===== src/rtl/swrm_pkg.sv =====
// ----------------------------------------------------------------------------
// swrm_pkg: shared definitions for the stack with running max
// operation codes, status codes, default sizes and the cell control bundle
// ----------------------------------------------------------------------------
package swrm_pkg;

   localparam int DEFAULT_STACK_DEPTH = 256;
   localparam int DEFAULT_DATA_WIDTH  = 32;

   // request operation
   localparam logic OP_PUSH = 1'b0;
   localparam logic OP_POP  = 1'b1;

   // response status
   localparam logic [1:0] STATUS_OK         = 2'd0;
   localparam logic [1:0] STATUS_POP_EMPTY  = 2'd1;
   localparam logic [1:0] STATUS_PUSH_FULL  = 2'd2;

   // shift control shared by every cell of the chain
   typedef struct packed {
      logic shift_down;   // push: every cell takes its upper neighbor
      logic shift_up;     // pop: every cell takes its lower neighbor
   } cell_ctl_type;

endpackage


===== src/rtl/swrm_cell.sv =====
// ----------------------------------------------------------------------------
// swrm_cell: one stack slot
// holds a value and the largest value from this slot down to the bottom
// ----------------------------------------------------------------------------
module swrm_cell import swrm_pkg::*; #(
   parameter int DATA_WIDTH = DEFAULT_DATA_WIDTH
) (
   input  logic                         clock,
   input  cell_ctl_type                 ctl,
   input  logic signed [DATA_WIDTH-1:0] upper_value,
   input  logic signed [DATA_WIDTH-1:0] upper_max,
   input  logic signed [DATA_WIDTH-1:0] lower_value,
   input  logic signed [DATA_WIDTH-1:0] lower_max,
   output logic signed [DATA_WIDTH-1:0] value,
   output logic signed [DATA_WIDTH-1:0] run_max
);

   logic signed [DATA_WIDTH-1:0] value_ff, value_in;
   logic signed [DATA_WIDTH-1:0] max_ff, max_in;

   always_comb begin
      value_in = value_ff;
      max_in   = max_ff;
      if (ctl.shift_down) begin
         value_in = upper_value;
         max_in   = upper_max;
      end else if (ctl.shift_up) begin
         value_in = lower_value;
         max_in   = lower_max;
      end
   end

   // payload only, slots above the occupancy are never read
   always_ff @(posedge clock) begin
      value_ff <= value_in;
      max_ff   <= max_in;
   end

   assign value   = value_ff;
   assign run_max = max_ff;

endmodule


===== config.mk =====
export PLATFORM = sky130hd
export DESIGN_NAME = swrm_cell
export DESIGN_NICKNAME = d
export VERILOG_FILES = /design/src/rtl/swrm_pkg.sv /design/src/rtl/swrm_cell.sv
export SDC_FILE = /design/constraint.sdc
export NUM_CORES = 1
export LEC_CHECK = 0
export BUFFER_PORTS_ARGS = -buffer_cell sky130_fd_sc_hd__buf_2
export CAP_MARGIN = 20
export CORE_ASPECT_RATIO = 0.5
export CORE_MARGIN = 2
export CORE_UTILIZATION = 30
export CTS_CLUSTER_SIZE = 16
export DETAILED_ROUTE_END_ITERATION = 12
export PLACE_DENSITY = 0.64
export SYNTH_ARGS = -nofsm -noshare
export SYNTH_HDL_FRONTEND = slang
export SYNTH_SLANG_ARGS = --single-unit

===== constraint.sdc =====
create_clock -name clock -period 3.2 [get_ports clock]
set_clock_uncertainty 0.2 [all_clocks]
set_input_delay 0.64 -clock clock [delete_from_list [all_inputs] [get_ports clock]]
set_output_delay 0.64 -clock clock [all_outputs]
set_load 0.03 [all_outputs]

==> flow_summary.ini <==
[run_status]
status = finished clean

[floorplanning]
rows = 25
initial_core_util_pct = 30.9
die_h_um = 73.6
core_area_um2 = 9420
dieWidth_um = 143
fp.dieArea_um2 = 10500
ios = 195

[logic_synthesis]
syn_avg_cell_area_um2 = 21.4
synth_warnings = 0
synth_top_area_cell = edfxtp_1
synth_area_leaders = edfxtp_1 (66%), mux2_4 (25%), mux2_2 (5.8%), buf_6 (2.3%), or2_1 (0.22%)
netlist.area_leader.share_pct = 66.1
syn_area_um2 = 2910
syn-num-nets = 267
ys_seq_area_share_pct = 66.1
synth.distinct_cells = 6
ys_seq_elements = 64
synth_cells = 136

[setup_path]
slowest_delay_ps = 370
worstSetupPathType = register to primary output
crit_slowest_cell = edfxtp_1
end_kind = primary output
critical_path_cell_count = 1
critPathLaunch = run_max[20]$_DFFE_PP_
cp_max_fo = 1
cp.required_ps = 2360
critPathArrivalTime_ps = 890
crit_path_end = run_max[20]
crit_family = flip-flops
critPathBufInv = 1
crit_chain = buf_2
critPathLaunchType = register

[cts]
cts_inserted_buffers = 9
ctsHoldBuffers = 0
cts_resized = 0
root_buffer = clkbuf_16
cts_setup_buffers = 0
cts_tree = done
clkTransAtPathRegs_ps = 50
htree_levels = 3
cts_sinks = 64
cts_buffer_depth = 2

[global_route]
grt_pass1_vias = 1886
antenna_found_initial = 0
grt_max_degree = 65
grtUsageTotal_pct = 13.1
grt.overflow.total = 0
grt_pass1_wl_um = 10000

[placement]
pre_cts_ws_ps = 1190
io_buffer_count = 194
post_dp_cell_area_um2 = 4020
globalplace.congestion = 0.773
hpwl_um = 5300

[hold_path]
hold_class = input pin to register
holdPathStages = 2

[job]
cap_viol_max_count = 0

[route]
first_iter_violations = 125
drtAntennaViolNets = 0
vias = 1955
wl_per_cell_um = 14.9
dr.pass1.iters = 4
route.detailed.drc = 0
wl_um = 7090
via_per_inst = 4.12

[cells_and_area]
multi_input_comb_area_um2 = 911
final_cell_mix = buf_2 (193), edfxtp_1 (64), mux2_4 (49)
drive_above_1_share_pct = 79.4
fillers = 898
design_area_um2 = 4260
antenna_cells = 0
regArea_um2 = 1920
fin_nets = 467
layout_commonest_cell = buf_2
area_growth_syn_to_layout_pct = 46.7

[timing]
fmax_ghz = 0.580
worst_pin_slew_ps = 458
max_slew_margin_pct = 69.5
setup_viol = 0
fin_crit_sh_pct = 53.9
layout_min_cycle_time_ps = 1730
hold_viol = 0
tns_ps = 0
hold_ws_ps = 416
rsz0062_at_grt = false
finalWorstSetupSlack_ps = 1470
report.final.slew_viol_count = 0

[power_and_ir_drop]
p_per_area_nw_per_um2 = 560
cellLeakagePower_nw = 2.02
ir_drop_uv = 274
## power by group
group	switching (mW)	leakage (nW)	total (mW)	internal, mW
Sequential	0.0214	0.652	1.05	1.03
Clock	0.312	0.119	0.826	0.514
Combinational	0.300	1.25	0.506	0.206
## sequential cells by signal, summed over array words and instances (netlist names)
register  count
run_max      32
value        32
## Yosys cell counts
cell type,count
buf_2,1
buf_6,6
mux2_2,15
edfxtp_1,64
or2_1,1
mux2_4,49
## layer usage
| layer | vias to the layer above | track usage (%) | share of wire, % | wire [µm] |
|---|---|---|---|---|
| met5 | - | 0 | 0 | 0 |
| met4 | 0 | 5.28 | 1.6 | 111 |
| met3 | 10 | 3.85 | 4.5 | 318 |
| met2 | 50 | 24.7 | 58 | 4080 |
| met1 | 958 | 14.0 | 36 | 2580 |
| li1 | 937 | - | - | - |
## final cells by class
class | count | area share [%]
Tap cell | 135 | 3.96
Sequential cell | 64 | 45.1
Clock buffer | 13 | 5.64
Multi-Input combinational cell | 65 | 21.4
Timing Repair Buffer | 196 | 23.8
Clock inverter | 2 | 0.176
## worst min-delay path by stage
stage | from | end
after floorplan | upper_max[11] | run_max[11]$_DFFE_PP_
after global placement | upper_value[1] | value[1]$_DFFE_PP_
after detailed placement | upper_value[5] | value[5]$_DFFE_PP_
after CTS | upper_max[27] | run_max[27]$_DFFE_PP_
after global routing | upper_value[26] | value[26]$_DFFE_PP_
final | lower_max[23] | run_max[23]$_DFFE_PP_
## stage by stage
stage | instances | power [mW] | util, %
2_1_floorplan | 136 | 1.40 | -
5_1_grt | 475 | 2.48 | 45.3
3_3_place_gp | 460 | 1.57 | 42.6
6_report | 475 | 2.39 | 45.3
4_1_cts | 475 | 2.41 | 45.3
3_5_place_dp | 460 | 1.58 | 42.6
## logic make-up after synthesis
| kind of cell | share of synthesized area, % |
|---|---|
| mux | 31.1 |
| flops | 66.1 |
| buf+inv | 2.50 |
| simple gates | 0.215 |
No activity file was read; power rests on OpenSTA's default activity.
